--- src/hdl/ttrc_pkg.sv ---
// ----------------------------------------------------------------------------
// ttrc_pkg
// Types, constants and modular helpers for the three-term recurrence
// checksum unit.
// ----------------------------------------------------------------------------
package ttrc_pkg;

	// Recurrence constants
	localparam logic [15:0] MODULUS      = 16'hFFFF;   // 65535
	localparam logic [7:0]  FIRST_OFFSET = 8'd7;
	localparam logic [7:0]  ALPHA_MUL    = 8'd17;
	localparam logic [7:0]  BETA_MUL     = 8'd31;

	// Multiple of the modulus that lifts any difference to a non-negative value
	localparam logic [25:0] DIFF_BIAS    = 26'(256 * 65535);

	// Recurrence state
	typedef struct packed {
		logic [15:0] older;
		logic [15:0] newer;
		logic [7:0]  pos;
	} state_t;

	// Reduce a 26-bit value mod 65535 (2^16 = 1 mod 65535, so fold once)
	function automatic logic [15:0] fold_mod(input logic [25:0] e);
		logic [16:0] s;
		s = {7'd0, e[25:16]} + {1'b0, e[15:0]};
		if (s >= {1'b0, MODULUS}) begin
			s = s - {1'b0, MODULUS};
		end
		return s[15:0];
	endfunction

endpackage

--- src/hdl/ttrc_msg_if.sv ---
// ----------------------------------------------------------------------------
// ttrc_msg_if
// Byte channel into the checksum unit: valid/ready plus one message byte
// and its framing flags.
// ----------------------------------------------------------------------------
interface ttrc_msg_if;
	logic       valid;
	logic       ready;
	logic [7:0] data_byte;
	logic       first_byte;
	logic       last_byte;

	modport source (output valid, output data_byte, output first_byte,
		output last_byte, input ready);
	modport sink (input valid, input data_byte, input first_byte,
		input last_byte, output ready);
endinterface

--- src/hdl/ttrc_sum_if.sv ---
// ----------------------------------------------------------------------------
// ttrc_sum_if
// Result channel of the checksum unit: valid/ready plus one checksum.
// ----------------------------------------------------------------------------
interface ttrc_sum_if;
	logic        valid;
	logic        ready;
	logic [15:0] checksum;

	modport source (output valid, output checksum, input ready);
	modport sink (input valid, input checksum, output ready);
endinterface

--- src/hdl/ttrc_step.sv ---
// ----------------------------------------------------------------------------
// ttrc_step
// One recurrence step: restart on a first byte, otherwise form
// ((byte + a) * newer - b * older) mod 65535 and shift the terms.
// ----------------------------------------------------------------------------
module ttrc_step
	import ttrc_pkg::*;
(
	input  logic [7:0] data_byte,
	input  logic       first_byte,
	input  state_t     cur,
	output state_t     nxt
);

	logic [7:0]  pos_inc;
	logic [15:0] prod_a;
	logic [15:0] prod_b;
	logic [8:0]  factor;
	logic [24:0] plus;
	logic [23:0] minus;
	logic [25:0] diff;
	logic [25:0] lifted;
	logic        neg;

	// Position-derived coefficients
	assign pos_inc = cur.pos + 8'd1;
	assign prod_a  = {8'd0, pos_inc} * {8'd0, ALPHA_MUL};
	assign prod_b  = {8'd0, pos_inc} * {8'd0, BETA_MUL};

	// Two products in parallel, then signed difference
	assign factor = {1'b0, data_byte} + {1'b0, prod_a[7:0]};
	assign plus   = {16'd0, factor} * {9'd0, cur.newer};
	assign minus  = {16'd0, prod_b[7:0]} * {8'd0, cur.older};
	assign diff   = {1'b0, plus} - {2'd0, minus};
	assign neg    = diff[25];

	// Negative differences wrap like 64-bit unsigned: one extra count
	assign lifted = diff + DIFF_BIAS + {25'd0, neg};

	// Next state
	always_comb begin
		if (first_byte) begin
			nxt.older = 16'd1;
			nxt.newer = {8'd0, data_byte} + {8'd0, FIRST_OFFSET};
			nxt.pos   = 8'd0;
		end else begin
			nxt.older = cur.newer;
			nxt.newer = fold_mod(lifted);
			nxt.pos   = pos_inc;
		end
	end

endmodule

--- src/hdl/three_term_recurrence_checksum_unit.sv ---
// ----------------------------------------------------------------------------
// three_term_recurrence_checksum_unit
// Byte-serial checksum over framed messages using a three-term recurrence
// mod 65535.
// ----------------------------------------------------------------------------
// Usage:
//   msg carries one byte per item with first_byte/last_byte framing flags.
//   sum carries one 16-bit checksum per message, emitted for every item
//   that has last_byte set; other items produce nothing.
//   Throughput: one byte per cycle unless a last byte waits on the result
//   register. The recurrence step (two short products, a subtract and a
//   single mod-65535 fold) is combinational on the term registers, so
//   consecutive bytes never wait on each other. Path: input register, then
//   term registers and, for a last byte, the result register (sum.valid).
//   Stall: the result register holds while sum.ready is low; bytes without
//   last_byte keep flowing, and a last byte waits in the input register
//   until the result register frees up, which then backs up msg.ready.
//   Reset: arst_n clears both valid flags and sets the terms to older = 1,
//   newer = 1, position = 0. A byte without first_byte continues from there.
// ----------------------------------------------------------------------------
module three_term_recurrence_checksum_unit
	import ttrc_pkg::*;
(
	input  logic         clk,
	input  logic         arst_n,
	ttrc_msg_if.sink     msg,
	ttrc_sum_if.source   sum
);

	logic        valid_s1;
	logic [7:0]  byte_s1;
	logic        first_s1;
	logic        last_s1;
	logic        advance;
	state_t      state_q;
	state_t      state_nxt;
	logic        out_valid_q;
	logic [15:0] checksum_q;

	// Item in the input register may move on unless its result is blocked
	assign advance   = valid_s1 && (!last_s1 || !out_valid_q || sum.ready);
	assign msg.ready = !valid_s1 || advance;

	// Input register: control
	always_ff @(posedge clk or negedge arst_n) begin
		if (!arst_n) begin
			valid_s1 <= 1'b0;
		end else if (msg.ready) begin
			valid_s1 <= msg.valid;
		end
	end

	// Input register: payload
	always_ff @(posedge clk) begin
		if (msg.valid && msg.ready) begin
			byte_s1  <= msg.data_byte;
			first_s1 <= msg.first_byte;
			last_s1  <= msg.last_byte;
		end
	end

	ttrc_step u_step (
		.data_byte  (byte_s1),
		.first_byte (first_s1),
		.cur        (state_q),
		.nxt        (state_nxt)
	);

	// Recurrence terms
	always_ff @(posedge clk or negedge arst_n) begin
		if (!arst_n) begin
			state_q.older <= 16'd1;
			state_q.newer <= 16'd1;
			state_q.pos   <= 8'd0;
		end else if (advance) begin
			state_q <= state_nxt;
		end
	end

	// Result register: control
	always_ff @(posedge clk or negedge arst_n) begin
		if (!arst_n) begin
			out_valid_q <= 1'b0;
		end else if (advance && last_s1) begin
			out_valid_q <= 1'b1;
		end else if (sum.ready) begin
			out_valid_q <= 1'b0;
		end
	end

	// Result register: payload
	always_ff @(posedge clk) begin
		if (advance && last_s1) begin
			checksum_q <= state_nxt.newer;
		end
	end

	assign sum.valid    = out_valid_q;
	assign sum.checksum = checksum_q;

`ifndef SYNTHESIS
	// Terms always stay reduced below the modulus
	a_terms_reduced: assert property (@(posedge clk) disable iff (!arst_n)
		state_q.older != MODULUS && state_q.newer != MODULUS)
		else $error("recurrence term not reduced");

	// A first byte restarts at position zero with older term one
	a_restart: assert property (@(posedge clk) disable iff (!arst_n)
		advance && first_s1 |=> state_q.pos == 8'd0 && state_q.older == 16'd1)
		else $error("restart did not reset the terms");

	// A blocked last byte stays in the input register
	a_hold_last: assert property (@(posedge clk) disable iff (!arst_n)
		valid_s1 && !advance |=> valid_s1 && last_s1)
		else $error("blocked item lost from input register");

	// A result is loaded only when the register is free or being drained
	a_no_overwrite: assert property (@(posedge clk) disable iff (!arst_n)
		advance && last_s1 |-> !out_valid_q || sum.ready)
		else $error("pending checksum overwritten");
`endif

endmodule

--- src/flat_wrapper.sv ---
// flat-port wrapper written by rule: the top's interface ports become plain ports
module three_term_recurrence_checksum_unit_flat import ttrc_pkg::*;
  (clk, arst_n, msg_valid, msg_data_byte, msg_first_byte, msg_last_byte, msg_ready, sum_valid, sum_checksum, sum_ready);
  ttrc_msg_if msg_i ();
  ttrc_sum_if sum_i ();
  input  logic clk;
  input  logic arst_n;
  input wire logic [$bits(msg_i.valid)-1:0] msg_valid;
  input wire logic [$bits(msg_i.data_byte)-1:0] msg_data_byte;
  input wire logic [$bits(msg_i.first_byte)-1:0] msg_first_byte;
  input wire logic [$bits(msg_i.last_byte)-1:0] msg_last_byte;
  output wire logic [$bits(msg_i.ready)-1:0] msg_ready;
  output wire logic [$bits(sum_i.valid)-1:0] sum_valid;
  output wire logic [$bits(sum_i.checksum)-1:0] sum_checksum;
  input wire logic [$bits(sum_i.ready)-1:0] sum_ready;
  assign msg_i.valid = msg_valid;
  assign msg_i.data_byte = msg_data_byte;
  assign msg_i.first_byte = msg_first_byte;
  assign msg_i.last_byte = msg_last_byte;
  assign msg_ready = msg_i.ready;
  assign sum_valid = sum_i.valid;
  assign sum_checksum = sum_i.checksum;
  assign sum_i.ready = sum_ready;
  three_term_recurrence_checksum_unit u_core (.clk(clk), .arst_n(arst_n), .msg(msg_i), .sum(sum_i));
endmodule
--- config.mk ---
export PLATFORM = sky130hd
export DESIGN_NAME = three_term_recurrence_checksum_unit_flat
export DESIGN_NICKNAME = d
export VERILOG_FILES = /design/src/hdl/ttrc_pkg.sv /design/src/hdl/ttrc_msg_if.sv /design/src/hdl/ttrc_sum_if.sv /design/src/hdl/ttrc_step.sv /design/src/hdl/three_term_recurrence_checksum_unit.sv /design/src/flat_wrapper.sv
export SDC_FILE = /design/constraint.sdc
export NUM_CORES = 1
export LEC_CHECK = 0
export ABC_AREA = 1
export BUFFER_PORTS_ARGS = -buffer_cell sky130_fd_sc_hd__buf_4
export CORE_UTILIZATION = 25
export CTS_BUF_LIST = sky130_fd_sc_hd__clkbuf_16
export DETAILED_ROUTE_END_ITERATION = 10
export GPL_TIMING_DRIVEN = 0
export SYNTH_ARGS = -nofsm -noshare
export SYNTH_HDL_FRONTEND = slang
export SYNTH_HIERARCHICAL = 1
export SYNTH_SLANG_ARGS = --single-unit
--- constraint.sdc ---
create_clock -name clk -period 16.85 [get_ports clk]
set_clock_uncertainty 0.2 [all_clocks]
set_input_delay 2.5275 -clock clk [delete_from_list [all_inputs] [get_ports clk]]
set_output_delay 2.5275 -clock clk [all_outputs]
set_load 0.01 [all_outputs]
# Yosys cells after proc, flatten, opt, wreduce, memory -nomap -nowiden
# Index checks and enable logic that the tools add are counted.
# W data, S select, Z words.
# totals
regBits,68
latch_bits,0
mem_bits_rw,0
rom_bits,0
in_bits,14
output_inout_bits,18
elab_cells,36
mem_count,0
# op_classes
n_addsub,8
mul,4
div,0
magnitude_cmp,1
n_eq_ne,0
shifts,0
muxes,4
bitwise_logic,0
n_reduce_logical,10
# ops
cell,count
$mux W40,1
$add A26 B1 Y26,1
$add A26 B24 Y26 const B,1
$sub A25 B24 Y26,1
$mul A9 B16 Y25,1
$mul A8 B16 Y24,1
$add A10 B16 Y17,1
$ge A17 B16 Y1 const B,1
$mul A8 B5 Y8 const B,2
$mux W16,1
$sub A16 B16 Y16 const B,1
$add A8 B3 Y9 const B,1
$add A8 B8 Y9,1
$add A8 B1 Y8 const B,1
$logic_and A1 B1 Y1,3
$logic_not A1 Y1,3
$logic_or A1 B1 Y1,3
$mux W1,2
$reduce_bool A2 Y1,1

# Depth between registers and ports, before layout
# Gate-level depths: netlist of the first run.
# logic_depth
ltp_word,11
ltp_mapped,88
ltp_nobuf,83

# Hierarchy
# Netlist of the first run, hierarchy kept.
# by_module_without_submodules
mod,instances,cells_each,area_per_inst_um2,seq_area_each_um2
ttrc_step,1,1688,11950.2,0.0
three_term_recurrence_checksum_unit,1,212,2478.6,1834.3

# Least setup slack after synthesis of the first run
# OpenSTA, ideal clock, no wires.
# synth_path
path_type,flip-flop to flip-flop
startpoint,register u_core/state_q[0] (netlist name)
endpoint,"register u_core.checksum_q[9], in the netlist u_core/sum.checksum[9], data pin"
setup_ns,0.271
arrival_ns,13.681
required_ns,16.379
slack_ns,2.698
stages_incl_launch_ff,78
n_path_buf,5
period_less_slack_ns,14.152
path_cell_list,dfrtp_1 buf_2 clkinv_1 clkbuf_1 ha_1 inv_1 nand2_1 nand2_1 inv_1 buf_1 ha_1 inv_1 fa_1 inv_1 fa_1 ha_1 a21oi_1 inv_1 (+42 left out) inv_1 fa_1 inv_1 ha_1 inv_1 nor3_1 nand3_1 nor2_1 nand3_1 nor2_2 o21ai_1 nor2_2 nand3_4 nand2_4 buf_6 nand2_1 o21ai_1 nor2_1
# synth_rtl
element,line,text
"start, declared",three_term_recurrence_checksum_unit.sv:35,state_t state_q;
"start signal, assigned",three_term_recurrence_checksum_unit.sv:76,state_q <= state_nxt;
"end signal, assigned",three_term_recurrence_checksum_unit.sv:94,checksum_q <= state_nxt.newer;
"end, declared",three_term_recurrence_checksum_unit.sv:38,logic [15:0] checksum_q;

==> results by group, run 1 <==
Die
  – Row cnt: 87
  – Core Footprint: 56,700 sq um
  – Die height: ~240 microns
  – Full die area: 58,700 sq um
  – Starting density of the core: 25.4%
  – Die width: 242 microns
  – I/O pin total: 32

Worst setup path
  – WS Path Type: flop to flop
  – Reg2reg setup slack: 1.14 ns
  – Slowest cell on crit path: fa_1
  – Req. time, crit path: 16.88 ns
  – Critical Path Start: u_core/state_q[0]
  – Most frequent cell on the critical path: inv_1
  – Crit path largest cell delay: approximately 0.58 ns
  – Reg2reg path depth: 80
  – Levels on crit path: 80
  – Worst path top cell family by delay: adder cells
  – Worst EP arrival: ~16 ns
  – Worst setup path end: u_core/state_q[18]
  – CP endpoint kind: flop
  – R2R Path Start: u_core/state_q[0]
  – CP max FO: 11
  – CP Launch Type: flop
  – Buffers and inverters on the worst path: 19
  – FF-to-FF End: u_core/state_q[18]

Place
  – GP Congestion: 0.894
  – PortBufs: 31
  – Pre-CTS setup slack: -0.206 ns
  – Hpwl dp: 32.9 mm
  – Placed Cells: 2,687
  – Post-place instance area: 15,600 sq um

Drt
  – Via count: between 10,000 and 15,000
  – Post-Route M1 WL: 18.0 mm
  – First-pass DRT Iterations: 6
  – 1st-iter DRT viols: 634
  – Routed wl met2: 17.4 mm
  – Via/cell ratio: 4.30
  – DRT Wirelength: 38.1 mm
  – Met3 wire len: approximately 1.8 mm
  – Top Metal Used: met4
  – ANT nets after route: 0
  – Routed WL per cell: 14.1 microns
  – Drt drc: 0

Final layout
  – Register area: 1830 sq um
  – Final Net Count: 2,308
  – Fraction of layout cells with a size suffix above 1: under 10%
  – P&R area growth vs syn: 10.8%
  – Area occupied by multi-input gates: around 11,000 sq um
  – Final non-filler cell total: 2,707
  – Final Cell Area: 16,000 sq um
  – Filler cells: 6,147

Synthesis
  – Fraction of registers with async set/reset: a little over 60%
  – Area contributors post-synth: fa_1, nand2_1, inv_1
  – Post-synthesis compound-gate area fraction: 2.68%
  – Syn_nets: 2,263
  – Post-synthesis sequential area ratio: 12.7%
  – Synthesized instance count: 1,900
  – Synth cell types: 40
  – Xor/xnor cell area share of the yosys netlist: 4.07%
  – Top FF cell, synth: dfrtp_1
  – Yosys warning count: 6
  – Multiplexer share of the synthesized area: 0%
  – Top-count cell post-synth: nand2_1
  – Main combinational cell family by area after synthesis: adder cells
  – Mean Syn Cell Area: 7.59 sq um
  – Seq cells post-synth: 68
  – Simple-Gate Fraction of Synth Area: 24.6%
  – Yosys top cell by area: fa_1
  – Commonest cells post-synth: nand2_1, inv_1, fa_1
  – Post-synth top area share: 32.6%
  – Number of enable flip-flop cells after synthesis: 26
  – Mapped Area: 14,400 sq um
  – Adder-cell share of the synthesized area: 42.5%

Worst hold path
  – Hold Path Class: flop to flop

Timing
  – Final worst setup slack: roughly 1.1 ns
  – Hold_ws: 0.274 ns
  – Slew margin rel.: 47.2%
  – Post-route minimum period: 15.71 ns
  – Highest clock rate: 0.0637 GHz
  – Endpoints failing setup: 0
  – Final period util: 93.2%
  – Slew @ Worst Pin: roughly 0.79 ns
  – Max Slew Vio Count: 0
  – Final hold vios: 0

Clock network
  – CTS tree: yes
  – CTS Hold Buffers Added: 0
  – Clk sinks: 68
  – Htree depth: 3
  – Worst-skew pair later-pin latency: 0.34 ns
  – Worst-case clock buffer depth: 2
  – TritonCTS Buffers: 9
  – Clock slew at reported path FFs: approximately 0.060 ns
  – Clk root buf: clkbuf_16

Job
  – Max-cap check violation count: 0

Global routing
  – Vias in the first global route: between 10,000 and 15,000
  – Global Route Usage Sum: about an eighth
  – Total gr overflow: 0
  – Largest net degree at the start of global routing: 43
  – First-pass GRT wire length: between 60 and 70 mm
  – Initial antenna violation count: 0

Outcome
  – Status: complete, no violations
==> area by class of cell <==
cell class	instances	share of cell area, %
clock inverter	7	0.524
antenna	1	0.0157
buffer	48	1.53
clock buffer	9	1.41
timing repair buffer	35	1.64
sequential	68	11.5
tap	756	5.92
inverter	453	10.7
multi-input combinational	1330	66.8
==> cell families (layout without fill, tap and decap cells) <==
family	count (synthesis)	count (layout)
adders and majority gates	349	349
other	0	1
and+or+nand+nor	844	844
AOI/OAI and AO/OA	70	70
xor gates and xnor gates	67	67
DFF	68	68
buffers and inverters	502	552
==> stage by stage <==
stage	setup TNS, ns	util, %
global placement	-0.439	27.5
floorplan	0	-
global route	-0.00630	28.2
CTS	0	28.1
detailed placement	-2.08	27.5
finish	0	28.2
==> tightest hold or removal path: stages, from the launching register on <==
cell and delay, ns:
dfrtp_1 0.35, nand2_1 0.05, nand2_1 0.04
==> how the worst min path moves through the flow <==
stage | startpoint | to | cells after the start | slack, ns
floorplan | u_core/state_q[12] | u_core/state_q[12] | 2 | 0.24
detailed placement | u_core/state_q[20] | u_core/state_q[20] | 2 | 0.26
CTS | u_core/state_q[20] | u_core/state_q[20] | 2 | 0.27
finish | u_core/state_q[20] | u_core/state_q[20] | 2 | 0.27
global route | u_core/state_q[18] | u_core/state_q[18] | 2 | 0.31
global placement | u_core/state_q[18] | u_core/state_q[18] | 2 | 0.25
==> timing repair <==
item,4_1_cts,5_1_grt
endpoints found under the hold margin,0,0
setup endpoints to repair,29,32
gates resized for setup,0,15
setup buffers,0,4
==> per-layer routing <==
metal	GRT usage, %	vias up
li1	-	5700
met1	19.0	5646
met2	21.5	242
met3	1.48	41
met4	3.05	0
met5	0	-
==> cell usage in the layout (no fill, tap or decap), types with 9 or more instances in the layout <==
master and instances:
buf_4 37, o21ai_0 16, a21oi_1 33, xnor2_1 16, clkbuf_16 9, nand2_2 19
ha_1 112, edfxtp_1 26, or2_2 12, fa_1 235, inv_1 443, buf_2 9
xor2_1 50, nor2_1 190, dfrtp_1 40, nand2_1 467, nor2_2 11, clkbuf_1 30
nand3_1 105, nand4_1 15
==> registers in the layout (all words and copies together) (netlist names) <==
| signal | count |
|---|---|
| u_core/byte_s1 | 8 |
| u_core/state_q | 40 |
| u_core/last_s1 | 1 |
| u_core/sum.checksum | 16 |
| u_core/valid_s1 | 1 |
| u_core/first_s1 | 1 |
| u_core/sum.valid | 1 |
Power of run 1 is not shown: default switching activity piles up to over one toggle a cycle in this logic, so the estimate is an artifact.
==> run 2, diff against run 1 <==
- REMOVE_ABC_BUFFERS: unset -> 1
- SKIP_CTS_REPAIR_TIMING: unset -> 1
==> run 2 against run 1 <==
Against the previous run:
- maximum frequency up 0.82%
- worst hold slack worse by 0.00066 ns
- die area unchanged
- wire length down 3.8%
- non-clock buffer count down 48
- cell count down 1.8%
- via count down 0.66%
- worst setup slack better by 0.13 ns
- count of clock-buffer cells in the layout unchanged
==> results by group, run 2 (synthesis gave the netlist of run 1 again) <==
Global routing
  – Vias in the first global route: 11,800 (+0.84%)
  – Initial antenna violation count: 0 (unchanged)
  – First-pass GRT wire length: 61.1 mm (-1.3%)
  – Largest net degree at the start of global routing: 44 (+2.3%)
  – Global Route Usage Sum: 13.0% (-0.36 points)
  – Total gr overflow: 0 (unchanged)

Place
  – Pre-CTS setup slack: -0.195 ns (+0.0107 ns)
  – Placed Cells: 2,638 (-1.8%)
  – GP Congestion: 0.865 (-3.2%)
  – PortBufs: 31 (unchanged)
  – Hpwl dp: 30.5 mm (-7.2%)

Drt
  – DRT Wirelength: 36.6 mm (-3.8%)
  – ANT nets after route: 0 (unchanged)
  – Via count: 11,600 (-0.66%)
  – Drt drc: 0 (unchanged)
  – Routed WL per cell: 13.8 microns (-2.0%)
  – First-pass DRT Iterations: 5 (-1)
  – 1st-iter DRT viols: 804 (+27%)
  – Via/cell ratio: 4.35 (+1.2%)

Final layout
  – Filler cells: 6,201 (+0.88%)
  – Most common cell after layout, fill and taps aside: nand2_1
  – Area occupied by multi-input gates: 10,700 sq um (-0.20%)
  – Register area: 1840 sq um (+0.14%)
  – Commonest non-fill, non-tap cells in the layout: nand2_1, inv_1, fa_1
  – Largest reg by FF count: u_core/state_q
  – N_diodes: 0 (-1)
  – Fraction of layout cells with a size suffix above 1: 6.10% (-1.1 points)
  – Final non-filler cell total: 2,658 (-1.8%)
  – P&R area growth vs syn: 8.81%
  – Final core occ: 27.7% (-0.50 points)
  – Max reg flops: 40 (unchanged)
  – Final Net Count: 2,260 (-2.1%)

Worst hold path
  – WHS Endpoint: u_core/state_q[6]
  – Hold_sp: u_core/state_q[6]
  – Hold Path Class: flop to flop
  – Hold Crit Depth: 2 (unchanged)

Timing
  – Slew margin rel.: 18.7% (-28 points)
  – Endpoints failing setup: 0 (unchanged)
  – Max Slew Vio Count: 0 (unchanged)
  – Final hold vios: 0 (unchanged)
  – Slew @ Worst Pin: 1.22 ns (+0.427 ns)
  – RSZ-0062 raised after global routing: no
  – Hold_ws: 0.274 ns (-0.000655 ns)
  – Final worst setup slack: 1.27 ns (+0.128 ns)
  – Post-route minimum period: 15.58 ns (-0.128 ns)
  – Highest clock rate: 0.0642 GHz (+0.82%)
  – Final period util: 92.5% (-0.76 points)

Worst setup path
  – Reg2reg path depth: 77 (-3.8%)
  – FF-to-FF End: u_core/state_q[11]
  – CP max FO: 16 (+5)
  – Worst EP arrival: 15.67 ns (-0.07 ns)
  – Slowest cell on crit path: fa_1
  – Reg2reg setup slack: 1.27 ns (+0.13 ns)
  – Req. time, crit path: 16.94 ns (+0.06 ns)
  – R2R Path Start: u_core/state_q[0]
  – CP Launch Type: flop
  – WS Path Type: flop to flop
  – Crit path largest cell delay: 0.58 ns (about the same)
  – CP endpoint kind: flop
  – Most frequent cell on the critical path: inv_1

Clock network
  – Htree depth: 3 (unchanged)
  – Worst-case clock buffer depth: 2 (unchanged)
  – Worst-skew pair later-pin latency: 0.35 ns (about the same)
  – Clk sinks: 68 (unchanged)
  – Clock slew at reported path FFs: 0.06 ns (about the same)
  – CTS tree: yes
  – TritonCTS Buffers: 9 (unchanged)
  – Clk root buf: clkbuf_16

Die
  – Full die area: 58,700 sq um (unchanged)
  – Core Footprint: 56,700 sq um (unchanged)
  – Row cnt: 87 (unchanged)
  – Starting density of the core: 25.4% (unchanged)
  – Die width: 242 microns (unchanged)
  – I/O pin total: 32 (unchanged)
  – Die height: 242 microns (unchanged)

Outcome
  – Status: complete, no violations

Job
  – Max-cap check violation count: 0 (unchanged)
[run 2: worst max path at each step]
| stage | from | to | depth (start not counted) |
|---|---|---|---|
| 6_report | u_core/state_q[0] | u_core/state_q[11] | 77 |
| 4_1_cts | u_core/state_q[0] | u_core/state_q[11] | 77 |
| 3_3_place_gp | u_core/state_q[0] | u_core/state_q[12] | 77 |
| 5_1_grt | u_core/state_q[0] | u_core/state_q[12] | 76 |
| 3_5_place_dp | u_core/state_q[0] | u_core/state_q[11] | 77 |
| 2_1_floorplan | u_core/state_q[0] | u_core/sum.checksum[15] | 71 |
[run 2: layout make-up]
class                   instances  share of cell area (%)
well taps                     756                    6.02
multi-input cells            1330                    67.9
repair buffers                 35                    1.80
clock buffers                   9                    1.43
inverters                     453                    10.9
clock inverters                 7                   0.279
flip-flops and latches         68                    11.7
[run 2: layer usage]
metal	part of all wire, %	GRT usage [%]	vias up
met5	0	0	-
met4	1.2	2.70	0
met3	6.0	1.81	28
met2	45	20.8	282
met1	48	18.4	5644
li1	-	-	5598
[run 2: worst max-delay path, delay by kind of cell, from the launching register on]
family	cells	cell delay, ns
xor+xnor	4	0.73
fa+ha+maj	17	6.94
buf+inv	15	1.26
simple gates	36	5.16
compound gates	5	0.65
flops	1	0.54
[run 2: through the flow]
| stage | TNS [ns] | area [sq um] |
|---|---|---|
| after global routing | 0 | 15700 |
| after CTS | -3.69 | 15600 |
| final | 0 | 15700 |
| after detailed placement | -1.98 | 15400 |
| after global placement | -0.424 | 15400 |
| after floorplan | 0 | 14200 |
Power of run 2 is left out for the same reason.
